==> config.mk <==
export PLATFORM = sky130hd
export DESIGN_NAME = bitmap_run_allocator_unit
export DESIGN_NICKNAME = d
export VERILOG_FILES = /design/src/rtl/core/bru_pkg.sv /design/src/rtl/core/bru_cell.sv /design/src/rtl/core/bru_ctrl.sv /design/src/rtl/core/bitmap_run_allocator_unit.sv
export VERILOG_INCLUDE_DIRS = /design/src /design/src/rtl/core
export SDC_FILE = /design/constraint.sdc
export NUM_CORES = 2
export LEC_CHECK = 0
export BUFFER_PORTS_ARGS = -buffer_cell sky130_fd_sc_hd__buf_2
export CAP_MARGIN = 20
export CORE_MARGIN = 2
export CORE_UTILIZATION = 45
export CTS_CLUSTER_DIAMETER = 80
export DETAILED_ROUTE_END_ITERATION = 7
export MAX_ROUTING_LAYER = met4
export PLACE_DENSITY_LB_ADDON = 0.25
export RECOVER_POWER = 50
export SLEW_MARGIN = 20
export SYNTH_ARGS = -nofsm -noshare
export SYNTH_HDL_FRONTEND = slang
export SYNTH_SLANG_ARGS = --single-unit
export TNS_END_PERCENT = 10
==> constraint.sdc <==
create_clock -name clk_i -period 3.6 [get_ports clk_i]
set_input_delay 0.72 -clock clk_i [delete_from_list [all_inputs] [get_ports clk_i]]
set_output_delay 0.72 -clock clk_i [all_outputs]
set_load 0.05 [all_outputs]
==> src/rtl/core/bitmap_run_allocator_unit_macros.svh <==
// Assertion macros for the allocator RTL.
`ifndef BITMAP_RUN_ALLOCATOR_UNIT_MACROS_SVH
`define BITMAP_RUN_ALLOCATOR_UNIT_MACROS_SVH

`ifndef SYNTH
// Same-cycle implication, sampled on clk_i, off while rst_ni is low.
`define BRU_ASSERT_NOW(lbl, ante, cons, msg) \
  lbl: assert property (@(posedge clk_i) disable iff (!rst_ni) (ante) |-> (cons)) \
    else $error(msg);
// Next-cycle implication, sampled on clk_i, off while rst_ni is low.
`define BRU_ASSERT_NEXT(lbl, ante, cons, msg) \
  lbl: assert property (@(posedge clk_i) disable iff (!rst_ni) (ante) |=> (cons)) \
    else $error(msg);
`else
`define BRU_ASSERT_NOW(lbl, ante, cons, msg)
`define BRU_ASSERT_NEXT(lbl, ante, cons, msg)
`endif

`endif

==> src/rtl/core/bru_pkg.sv <==
package bru_pkg;

  localparam int unsigned LEN_W = 6;
  localparam int unsigned END_W = 5;

  typedef enum logic {
    CMD_ALLOC = 1'b0,
    CMD_FREE  = 1'b1
  } cmd_e;

  typedef struct packed {
    cmd_e             cmd;
    logic [LEN_W-1:0] run_length;
    logic [END_W-1:0] free_end;
  } bru_in_t;

  typedef struct packed {
    logic             success;
    logic [END_W-1:0] end_index;
  } bru_out_t;

  // Probe wave moving up the cell row: free-run count below the cell.
  typedef struct packed {
    logic             valid;
    logic             found;
    logic [LEN_W-1:0] count;
  } fwd_t;

  // Mark wave moving down the cell row: blocks still to set or clear.
  typedef struct packed {
    logic             valid;
    logic             set;
    logic [LEN_W-1:0] rem;
  } bwd_t;

  // Request held by the controller and broadcast to every cell.
  typedef struct packed {
    cmd_e             cmd;
    logic [LEN_W-1:0] run_length;
    logic [LEN_W-1:0] free_rem;
  } cell_cmd_t;

  typedef enum logic [2:0] {
    ST_IDLE,
    ST_LAUNCH,
    ST_SCAN,
    ST_DRAIN,
    ST_RESP
  } state_e;

endpackage

==> src/rtl/core/bru_cell.sv <==
module bru_cell import bru_pkg::*; #(
  parameter int unsigned IdxW = 5
) (
  input  logic            clk_i,
  input  logic            rst_ni,
  input  cell_cmd_t       cmd_i,
  input  logic [IdxW-1:0] start_pos_i,
  input  fwd_t            fwd_i,
  input  logic [IdxW-1:0] pos_i,
  output fwd_t            fwd_o,
  output logic [IdxW-1:0] pos_o,
  input  bwd_t            bwd_i,
  output bwd_t            bwd_o
);

  logic            occ_q, occ_d;
  fwd_t            fwd_q, fwd_d;
  logic [IdxW-1:0] pos_q, pos_d;
  bwd_t            bwd_q, bwd_d;

  logic             hit;
  logic [LEN_W-1:0] count_inc;
  logic             act_on;
  logic             act_set;
  logic [LEN_W-1:0] act_rem;

  always_comb begin
    count_inc = LEN_W'(fwd_i.count + 1'b1);
    if (cmd_i.cmd == CMD_ALLOC) begin
      hit = fwd_i.valid && !fwd_i.found && !occ_q &&
            (cmd_i.run_length != '0) && (count_inc == cmd_i.run_length);
    end else begin
      hit = fwd_i.valid && !fwd_i.found && (pos_i == start_pos_i);
    end

    // A run starts at this cell, or the mark wave arrives from above
    if (hit) begin
      act_on  = 1'b1;
      act_set = (cmd_i.cmd == CMD_ALLOC);
      act_rem = (cmd_i.cmd == CMD_ALLOC) ? cmd_i.run_length : cmd_i.free_rem;
    end else begin
      act_on  = bwd_i.valid;
      act_set = bwd_i.set;
      act_rem = bwd_i.rem;
    end

    occ_d = occ_q;
    bwd_d = '0;
    if (act_on && (act_rem != '0)) begin
      occ_d       = act_set;
      bwd_d.valid = 1'b1;
      bwd_d.set   = act_set;
      bwd_d.rem   = LEN_W'(act_rem - 1'b1);
    end

    fwd_d.valid = fwd_i.valid;
    fwd_d.found = fwd_i.found || hit;
    fwd_d.count = occ_q ? '0 : count_inc;
    // Freeze the position once found so it reaches the end as the run's index
    pos_d = fwd_d.found ? pos_i : IdxW'(pos_i + 1'b1);
  end

  always_ff @(posedge clk_i or negedge rst_ni) begin
    if (!rst_ni) begin
      occ_q <= 1'b0;
      fwd_q <= '0;
      pos_q <= '0;
      bwd_q <= '0;
    end else begin
      occ_q <= occ_d;
      fwd_q <= fwd_d;
      pos_q <= pos_d;
      bwd_q <= bwd_d;
    end
  end

  assign fwd_o = fwd_q;
  assign pos_o = pos_q;
  assign bwd_o = bwd_q;

endmodule

==> src/rtl/core/bru_ctrl.sv <==
module bru_ctrl import bru_pkg::*; #(
  parameter int unsigned NumBlocks = 32,
  parameter int unsigned IdxW      = 5
) (
  input  logic            clk_i,
  input  logic            rst_ni,
  input  logic            in_valid_i,
  output logic            in_ready_o,
  input  bru_in_t         in_data_i,
  output logic            out_valid_o,
  input  logic            out_ready_i,
  output bru_out_t        out_data_o,
  output cell_cmd_t       cmd_o,
  output logic [IdxW-1:0] start_pos_o,
  output fwd_t            launch_o,
  input  fwd_t            exit_i,
  input  logic [IdxW-1:0] exit_pos_i
);

  localparam int unsigned XW = ((IdxW > END_W) ? IdxW : END_W) + 1;

  state_e           state_q, state_d;
  cell_cmd_t        cmd_q, cmd_d;
  logic [IdxW-1:0]  start_q, start_d;
  logic [LEN_W-1:0] cnt_q, cnt_d;
  bru_out_t         res_q, res_d;

  logic [XW-1:0] fe_x;
  logic [XW-1:0] last_x;
  logic [XW-1:0] skip_x;
  logic [XW-1:0] len_x;

  always_comb begin
    // Clip a free that starts above the top block; drop the blocks above it
    fe_x   = XW'(in_data_i.free_end);
    last_x = XW'(NumBlocks - 1);
    skip_x = XW'(fe_x - last_x);
    len_x  = XW'(in_data_i.run_length);

    state_d     = state_q;
    cmd_d       = cmd_q;
    start_d     = start_q;
    cnt_d       = cnt_q;
    res_d       = res_q;
    in_ready_o  = 1'b0;
    out_valid_o = 1'b0;
    launch_o    = '0;

    case (state_q)
      ST_IDLE: begin
        in_ready_o = 1'b1;
        if (in_valid_i) begin
          cmd_d.cmd        = in_data_i.cmd;
          cmd_d.run_length = in_data_i.run_length;
          if (fe_x > last_x) begin
            start_d        = IdxW'(last_x);
            cmd_d.free_rem = (len_x > skip_x) ? LEN_W'(len_x - skip_x) : '0;
          end else begin
            start_d        = IdxW'(fe_x);
            cmd_d.free_rem = in_data_i.run_length;
          end
          cnt_d   = in_data_i.run_length;
          state_d = ST_LAUNCH;
        end
      end
      ST_LAUNCH: begin
        launch_o.valid = 1'b1;
        state_d        = ST_SCAN;
      end
      ST_SCAN: begin
        if (exit_i.valid) begin
          if (cmd_q.cmd == CMD_FREE) begin
            res_d.success   = 1'b1;
            res_d.end_index = '0;
          end else begin
            res_d.success   = exit_i.found;
            res_d.end_index = exit_i.found ? END_W'(exit_pos_i) : '0;
          end
          state_d = ST_DRAIN;
        end
      end
      ST_DRAIN: begin
        // Hold until the mark wave has walked its full length
        if (cnt_q == '0) begin
          state_d = ST_RESP;
        end else begin
          cnt_d = LEN_W'(cnt_q - 1'b1);
        end
      end
      ST_RESP: begin
        out_valid_o = 1'b1;
        if (out_ready_i) begin
          state_d = ST_IDLE;
        end
      end
      default: begin
        state_d = ST_IDLE;
      end
    endcase
  end

  always_ff @(posedge clk_i or negedge rst_ni) begin
    if (!rst_ni) begin
      state_q <= ST_IDLE;
    end else begin
      state_q <= state_d;
    end
  end

  always_ff @(posedge clk_i) begin
    cmd_q   <= cmd_d;
    start_q <= start_d;
    cnt_q   <= cnt_d;
    res_q   <= res_d;
  end

  assign out_data_o  = res_q;
  assign cmd_o       = cmd_q;
  assign start_pos_o = start_q;

`include "bitmap_run_allocator_unit_macros.svh"

  `BRU_ASSERT_NOW(a_resp_blocks_input, out_valid_o, !in_ready_o, "input taken during response")
  `BRU_ASSERT_NOW(a_exit_in_scan, exit_i.valid, state_q == ST_SCAN, "probe exit outside scan")
  `BRU_ASSERT_NEXT(a_accept_launch, in_valid_i && in_ready_o, state_q == ST_LAUNCH, "no launch")
  `BRU_ASSERT_NOW(a_fail_zero_end, out_valid_o && !out_data_o.success, out_data_o.end_index == '0, "failed alloc with nonzero end")

endmodule

==> src/rtl/core/bitmap_run_allocator_unit.sv <==
// First-fit allocator of contiguous runs over a NUM_BLOCKS-bit occupancy map,
// all free after reset. The map lives in a row of cells, one bit each. An
// allocate sends a probe up the row that counts free blocks; the first cell
// where the count reaches run_length marks itself and starts a mark wave back
// down. A free starts the same kind of wave, clearing, at free_end. After its
// input transfer, each request passes through launch, the probe crossing the
// row, a drain while the mark wave settles, and the response, before the unit
// is ready for the next one. One request is in flight at a time; the result
// waits in a register until its output transfer. end_index carries the low 5
// bits of the index.
module bitmap_run_allocator_unit import bru_pkg::*; #(
  parameter int unsigned NUM_BLOCKS = 32
) (
  input  logic     clk_i,
  input  logic     rst_ni,
  input  logic     in_valid_i,
  output logic     in_ready_o,
  input  bru_in_t  in_data_i,
  output logic     out_valid_o,
  input  logic     out_ready_i,
  output bru_out_t out_data_o
);

  localparam int unsigned IdxW = $clog2(NUM_BLOCKS);

  cell_cmd_t       cell_cmd;
  logic [IdxW-1:0] start_pos;
  fwd_t            fwd_c [NUM_BLOCKS+1];
  logic [IdxW-1:0] pos_c [NUM_BLOCKS+1];
  bwd_t            bwd_c [NUM_BLOCKS+1];

  bru_ctrl #(
    .NumBlocks (NUM_BLOCKS),
    .IdxW      (IdxW)
  ) u_ctrl (
    .clk_i       (clk_i),
    .rst_ni      (rst_ni),
    .in_valid_i  (in_valid_i),
    .in_ready_o  (in_ready_o),
    .in_data_i   (in_data_i),
    .out_valid_o (out_valid_o),
    .out_ready_i (out_ready_i),
    .out_data_o  (out_data_o),
    .cmd_o       (cell_cmd),
    .start_pos_o (start_pos),
    .launch_o    (fwd_c[0]),
    .exit_i      (fwd_c[NUM_BLOCKS]),
    .exit_pos_i  (pos_c[NUM_BLOCKS])
  );

  // Probe enters at block 0; nothing enters the mark chain from the top
  assign pos_c[0]          = '0;
  assign bwd_c[NUM_BLOCKS] = '0;

  for (genvar g = 0; g < NUM_BLOCKS; g++) begin : g_cell
    bru_cell #(
      .IdxW (IdxW)
    ) u_cell (
      .clk_i       (clk_i),
      .rst_ni      (rst_ni),
      .cmd_i       (cell_cmd),
      .start_pos_i (start_pos),
      .fwd_i       (fwd_c[g]),
      .pos_i       (pos_c[g]),
      .fwd_o       (fwd_c[g+1]),
      .pos_o       (pos_c[g+1]),
      .bwd_i       (bwd_c[g+1]),
      .bwd_o       (bwd_c[g])
    );
  end

endmodule
Word level (Yosys, flattened, before mapping)
Cells that the tools add are included.
- logic and storage cells: 987
- output and inout port bits: 8
- input port bits: 16
- register bits after elaboration: 717
- muxes and demuxes: 233
- reduce and logical (&&, ||, !) cells: 327
- add/subtract/negate cells: 94
- equal/unequal tests: 72
- bitwise logic cells: 2
- operators with widths (cell ; count):
    6-bit 2-to-1 mux ; 64
    8-bit 2-to-1 mux ; 31
    6-bit nonzero test ; 33
    6-bit by 1-bit subtractor with 6-bit output (second input constant) ; 32
    1-bit logical AND ; 191
    6-bit by 1-bit adder with 6-bit output (second input constant) ; 31
    6-bit == test ; 31
    5-bit by 1-bit adder with 5-bit output (second input constant) ; 31
    5-bit == test ; 31
    5-bit 2-to-1 mux ; 31
    1-bit 2-to-1 mux ; 101
    1-bit logical NOT ; 63
    1-bit logical OR ; 31
    3-bit one-hot mux with 5 select lines ; 1
    3-bit 2-to-1 mux ; 4
    6-bit one-hot mux with 2 select lines ; 1
    1-bit by 6-bit == test with 1-bit output (first input constant) ; 1
    3-bit by 2-bit == test with 1-bit output (second input constant) ; 2
    6-bit logical NOT ; 1
    2-bit inequality test (second input constant) ; 3
    5-bit logical NOT ; 1
    2-bit by 1-bit inequality test with 1-bit output (second input constant) ; 2
    2-bit AND reduction ; 2
    4-bit AND reduction ; 1
    other kinds (7) ; 8

Longest topological paths before layout
- depth after elaboration: 10
- gate-level depth with buffers: 14

By module
Synthesis repeated with hierarchy kept, for this count alone.
- cell total of the unflattened synthesis: 4418
- area, all modules: 46194.3 um^2
- modules (own cells, without submodules) (module ; times used ; cells an instance ; area an instance (um^2)):
    bru_cell at g_cell[0].u_cell ... ; 31 ; 135 ; 1405.1
    bru_cell at g_cell[9].u_cell ; 1 ; 137 ; 1391.3
    bru_ctrl ; 1 ; 95 ; 1241.2
    bitmap_run_allocator_unit ; 1 ; 1 ; 3.8

Worst setup path before layout
Ideal clock, no wire load.
- path kind: register -> register
- start: register u_ctrl.start_q[2], in the netlist u_ctrl.start_pos_o[2]
- end: register g_cell[1].u_cell.occ_q
- data arrival time: 3.112 ns
- setup slack: 0.363 ns
- path buffers: 4
- data required time: 3.475 ns
- stages on the path, launching flop included: 15
- cell sequence: edfxtp_1 > buf_2 > buf_2 > buf_2 > nor3_1 > nand3b_1 > a21oi_1 > buf_2 > mux2i_1 > ha_1 > nand2b_1 > o21ai_0 > nor2_1 > a21oi_1 > mux2_2
- word-level cells in the longest chain between the ends: 6
- elaborated cells between the ends (all ways): 8
- those cells by class: eq/ne (1); mux (4); reduce/logical (3)
- RTL lines (element ; line ; text):
    start, declared ; bru_ctrl.sv:24 ; logic [IdxW-1:0] start_q, start_d;
    start signal, assigned ; bru_ctrl.sv:112 ; start_q <= start_d;
    5-bit == test (*) ; bru_cell.sv:33 ; hit = fwd_i.valid && !fwd_i.found && (pos_i == start_pos_i);
    1-bit logical AND (*) ; bru_cell.sv:33 ;
    1-bit 2-to-1 mux (*) ; bru_cell.sv:29 ; if (cmd_i.cmd == CMD_ALLOC) begin
    6-bit 2-to-1 mux ; bru_cell.sv:37 ; if (hit) begin
    6-bit nonzero test ; bru_cell.sv:49 ; if (act_on && (act_rem != '0)) begin
    1-bit logical AND ; bru_cell.sv:49 ;
    end signal, assigned ; bru_cell.sv:65 ; occ_q <= 1'b0;
    end signal, assigned ; bru_cell.sv:70 ; occ_q <= occ_d;
    end, declared ; bru_cell.sv:16 ; logic occ_q, occ_d;
Every way passes the cells marked *; elsewhere a longest branch is shown, timed or not.
A chain may end at the register's enable or synchronous reset.

Worst setup path in the final report
- start: register u_ctrl.cmd_q, in the netlist u_ctrl.cmd_o[10]
- end: register g_cell[1].u_cell.occ_q
- word-level cells in the longest chain between the ends: 7
- elaborated cells between the ends (all ways): 10
- those cells by class: eq/ne (1); mux (4); reduce/logical (5)
- RTL lines (element ; line ; text):
    start, declared ; bru_ctrl.sv:23 ; cell_cmd_t cmd_q, cmd_d;
    start signal, assigned ; bru_ctrl.sv:111 ; cmd_q <= cmd_d;
    6-bit nonzero test ; bru_cell.sv:31 ; (cmd_i.run_length != '0) && (count_inc == cmd_i.run_length);
    1-bit logical AND ; bru_cell.sv:30 ; hit = fwd_i.valid && !fwd_i.found && !occ_q &&
    1-bit logical AND ; bru_cell.sv:31 ;
    1-bit 2-to-1 mux ; bru_cell.sv:29 ;
    6-bit 2-to-1 mux ; bru_cell.sv:37 ;
    6-bit nonzero test ; bru_cell.sv:49 ;
    1-bit logical AND ; bru_cell.sv:49 ;
Several ways; a longest one is shown, not always the timed one.

==> impl_results.md <==
- Final net count: 3,374
- Violated checks: capacitance limit, slew limit
- Vias: 23,674
- Port Buffers: 23
- Clock power share: 25.1%
- Setup CP Type: flop to flop
- Yosys warning total: 0
- Layout cells sized above 1: 8.98%
- Hold depth: 1
- Post-synth EDFFs: 24
- Syn Nets: 3,317
- Mux share of post-synthesis cell area: 3.61%
- Fmax: 0.312 GHz
- Unrepaired setup endpoints after global routing: no
- Mapped Area: 35,200 um2
- Register area: 17,400 um2
- Sw Ratio: 35.6%
- 1st-pass router iterations: 5
- Final TNS setup: 0 ps
- Postcts setup bufs: 0
- Initial Util: 45.4%
- Ys async rst share: 96.5%
- Library cells used by synthesis: 75
- Worst skew pair latency: 610 ps
- Worst Hold Class: primary input to flop
- Routed wire length: 85,100 um
- Met3 Use GR: 2.42%
- H-tree depth: 3
- Final Critical Period: 3210 ps
- Placed cells: 4,252
- Pre-CTS setup slack: 432 ps
- Top cells by area, synth: dfrtp_1, xor2_1, xnor2_1
- Area growth from synthesis to layout: 11.0%
- Diodes inserted: 0
- Tightest Pin Transition: 1920 ps
- Most Used Layer, Global Route: met2
- Met2 usage: 35.5%
- Clock Pin Slew Worst Setup and Hold Paths: 70 ps
- GRT Total Usage: 21.9%
- Core area: 77,500 um2
- Main synth FF type: dfrtp_1
- Area leader, netlist: dfrtp_1
- Xor and xnor area share after synthesis: 17.8%
- Combinational share of power: 32.8%
- Worst reg2reg endpoint: g_cell[1].u_cell.occ_q
- Post-cts sizing count: 0
- Initial DRC count: 1,519
- Vias per cell: 5.40
- Setup ws final: 393 ps
- Io pins: 24
- Fill cells: 6,938
- Cell count of the worst reg-to-reg path: 10
- Vias in the first global route: 23,991
- Worst r2r src: u_ctrl.cmd_o[10]
- Worst setup SP type: flop
- Arr. time, crit path: 3710 ps
- CTS Buf Count: 74
- CTS tree: yes
- Crit path buffers/inverters: 0
- Reg2reg setup slack: 390 ps
- Post-route DRC: 0
- P per Cell Area: 763 nW/um2
- Final period utilization: 89.1%
- Routed Antenna Nets: 0
- Cells along the critical path: nor4_4 -> o211ai_1 -> a21oi_1 -> mux2i_1 -> ha_1 -> nand2b_1 -> o21ai_0 -> nor2_1 -> a21oi_1 -> mux2_2
- Die area: 80,500 um2
- Initial antenna violation count: 3
- Final instance count without filler cells: 4,382
- Slew HR: -28.2%
- Area of the multi-input gates: 17,000 um2
- # setup viols final: 0
- Die H: 284 um
- Simple-gate share of the synthesized area: 15.9%
- Clk_skew: 16.4 ps
- CP Max Fanout: 8
- Width of the die: 284 um
- Hold Vio Cnt, Final: 0
- Post-CTS Hold Fix Bufs: 0
- VDD IR-drop max: 368 uV
- Internal power: 19.2 mW
- Share of the synthesized area in the top cell type: 47.5%
- Cell count after synthesis: 3,231
- CP most frequent cell: a21oi_1
- Max-slew violations: 73
- Met1 Track Usage GR: 28.9%
- Sw power: 10.6 mW
- DPL Wire Length: 58,500 um
- Sequential share of power: 42.0%
- Compound-Gate Fraction of Synth Area: 8.37%
- Largest net degree at the start of global routing: 87
- Outcome: complete, but fails checks
- Register area share after synthesis: 49.5%
- Leakage: 17.3 nW
- #FFs+latches synth: 692
- Clk root buf: clkbuf_16
- Clock Path Buffers: 3
- First-pass GRT wire length: 135,000 um
- Max_cap viols: 1
- Most common cell in the netlist: dfrtp_1
- Worst Hold Path EP: u_ctrl.start_pos_o[3]
- Element type at the critical path end: flop
- Required @ worst endpoint: 4110 ps
- Crit-path max cell delay: 570 ps
- Family with the most delay on the worst path: compound AO/OA/AOI/OAI gates
- CTS Sinks: 692
- Avg Cell Area, Syn: 10.9 um2
- Post-synth top cells: dfrtp_1, xor2_1, xnor2_1
- Synth Area in Adders: 2.49%
- Worst path slowest cell: edfxtp_1
- Main combinational cell family by area after synthesis: XOR/XNOR gates
- Gpl congestion: 0.865
- Hold Path Origin: in_data_i[3]
- Congestion Overflow GR: 0
- Row count: 102
- Wire length per cell: 19.4 um
[power groups by stage]
stage,clock network (mW),registers (mW),logic [mW]
after floorplan,0,11.8,7.83
after global routing,7.96,12.8,10.9
after detailed placement,0,12.6,9.77
after global placement,0,12.6,9.65
after CTS,7.65,12.5,9.86
final,7.50,12.5,9.79
[sequential cells by signal, summed over array words and instances, names as in the netlist]
register	count
u_ctrl.state_q	3
g_cell.u_cell.pos_o	150
u_ctrl.out_data_o	6
g_cell.u_cell.fwd_o	235
g_cell.u_cell.occ_q	32
g_cell.u_cell.bwd_o	248
u_ctrl.cmd_o	7
u_ctrl.start_pos_o	5
u_ctrl.cnt_q	6
[worst max-delay path by stage]
stage | startpoint | endpoint | slack (ps) | cells past startpoint
after floorplan | u_ctrl.start_pos_o[2] | g_cell[1].u_cell.occ_q | 360 | 14
after global placement | u_ctrl.cmd_o[10] | g_cell[2].u_cell.bwd_o[0] | 540 | 11
after detailed placement | u_ctrl.cmd_o[10] | g_cell[1].u_cell.occ_q | 430 | 10
after CTS | u_ctrl.cmd_o[10] | g_cell[1].u_cell.occ_q | 450 | 10
after global routing | u_ctrl.cmd_o[10] | g_cell[1].u_cell.occ_q | 160 | 10
final | u_ctrl.cmd_o[10] | g_cell[1].u_cell.occ_q | 390 | 10
[worst register-to-register path, cell delays in order (launching register included)]
cell,delay [ps]
edfxtp_1,570
nor4_4,520
o211ai_1,170
a21oi_1,350
mux2i_1,370
ha_1,230
nand2b_1,60
o21ai_0,240
nor2_1,70
a21oi_1,170
mux2_2,350
[layer usage]
layer / routed length (um) / vias up
met5: 0 / -
met4: 2640 / 0
met3: 2630 / 161
met2: 40700 / 387
met1: 39100 / 11755
li1: - / 11371
[area by class of cell]
class | count | share of cell area (%)
clock buffers | 122 | 5.94
inverters | 41 | 0.394
repair buffers | 110 | 2.02
well taps | 1040 | 3.33
clock inverters | 8 | 0.128
multi-input cells | 2369 | 43.6
flip-flops and latches | 692 | 44.6
[stage by stage]
stage               hold slack (ps)  power [mW]  area, um2  utilization (%)
finish                          285        29.8      39100             50.5
global route                    261        31.7      39100             50.5
CTS                             110        30.0      39200             50.6
detailed placement              352        22.4      36800             47.5
global placement                354        22.3      36800             47.5
floorplan                       347        19.6      35200                -
[logic make-up (layout without fill, tap and decap cells)]
logic type / after synthesis / in the layout
AO/OA/AOI/OAI: 440 / 440
multiplexers: 121 / 121
AND/OR/NAND/NOR: 1092 / 1092
adder cells (fa/ha/maj): 70 / 70
XOR/XNOR: 646 / 646
flip-flops: 692 / 692
buffers and inverters: 170 / 281
[cells in the final DEF (no fill, tap or decap), types with 40 or more instances in the layout]
master / n
inv_1: 40
dfrtp_1: 668
clkbuf_1: 42
nand3_1: 163
mux2i_1: 82
xnor2_1: 288
ha_1: 70
xor2_1: 316
o31ai_1: 46
nor4_1: 64
buf_4: 68
clkbuf_16: 81
nor2b_1: 73
nand2b_1: 44
nor3_1: 61
o21ai_0: 133
nor2_1: 271
a21oi_1: 68
nand2_1: 178
nand4_1: 64
Note: power is estimated with default switching activity, not from simulation.
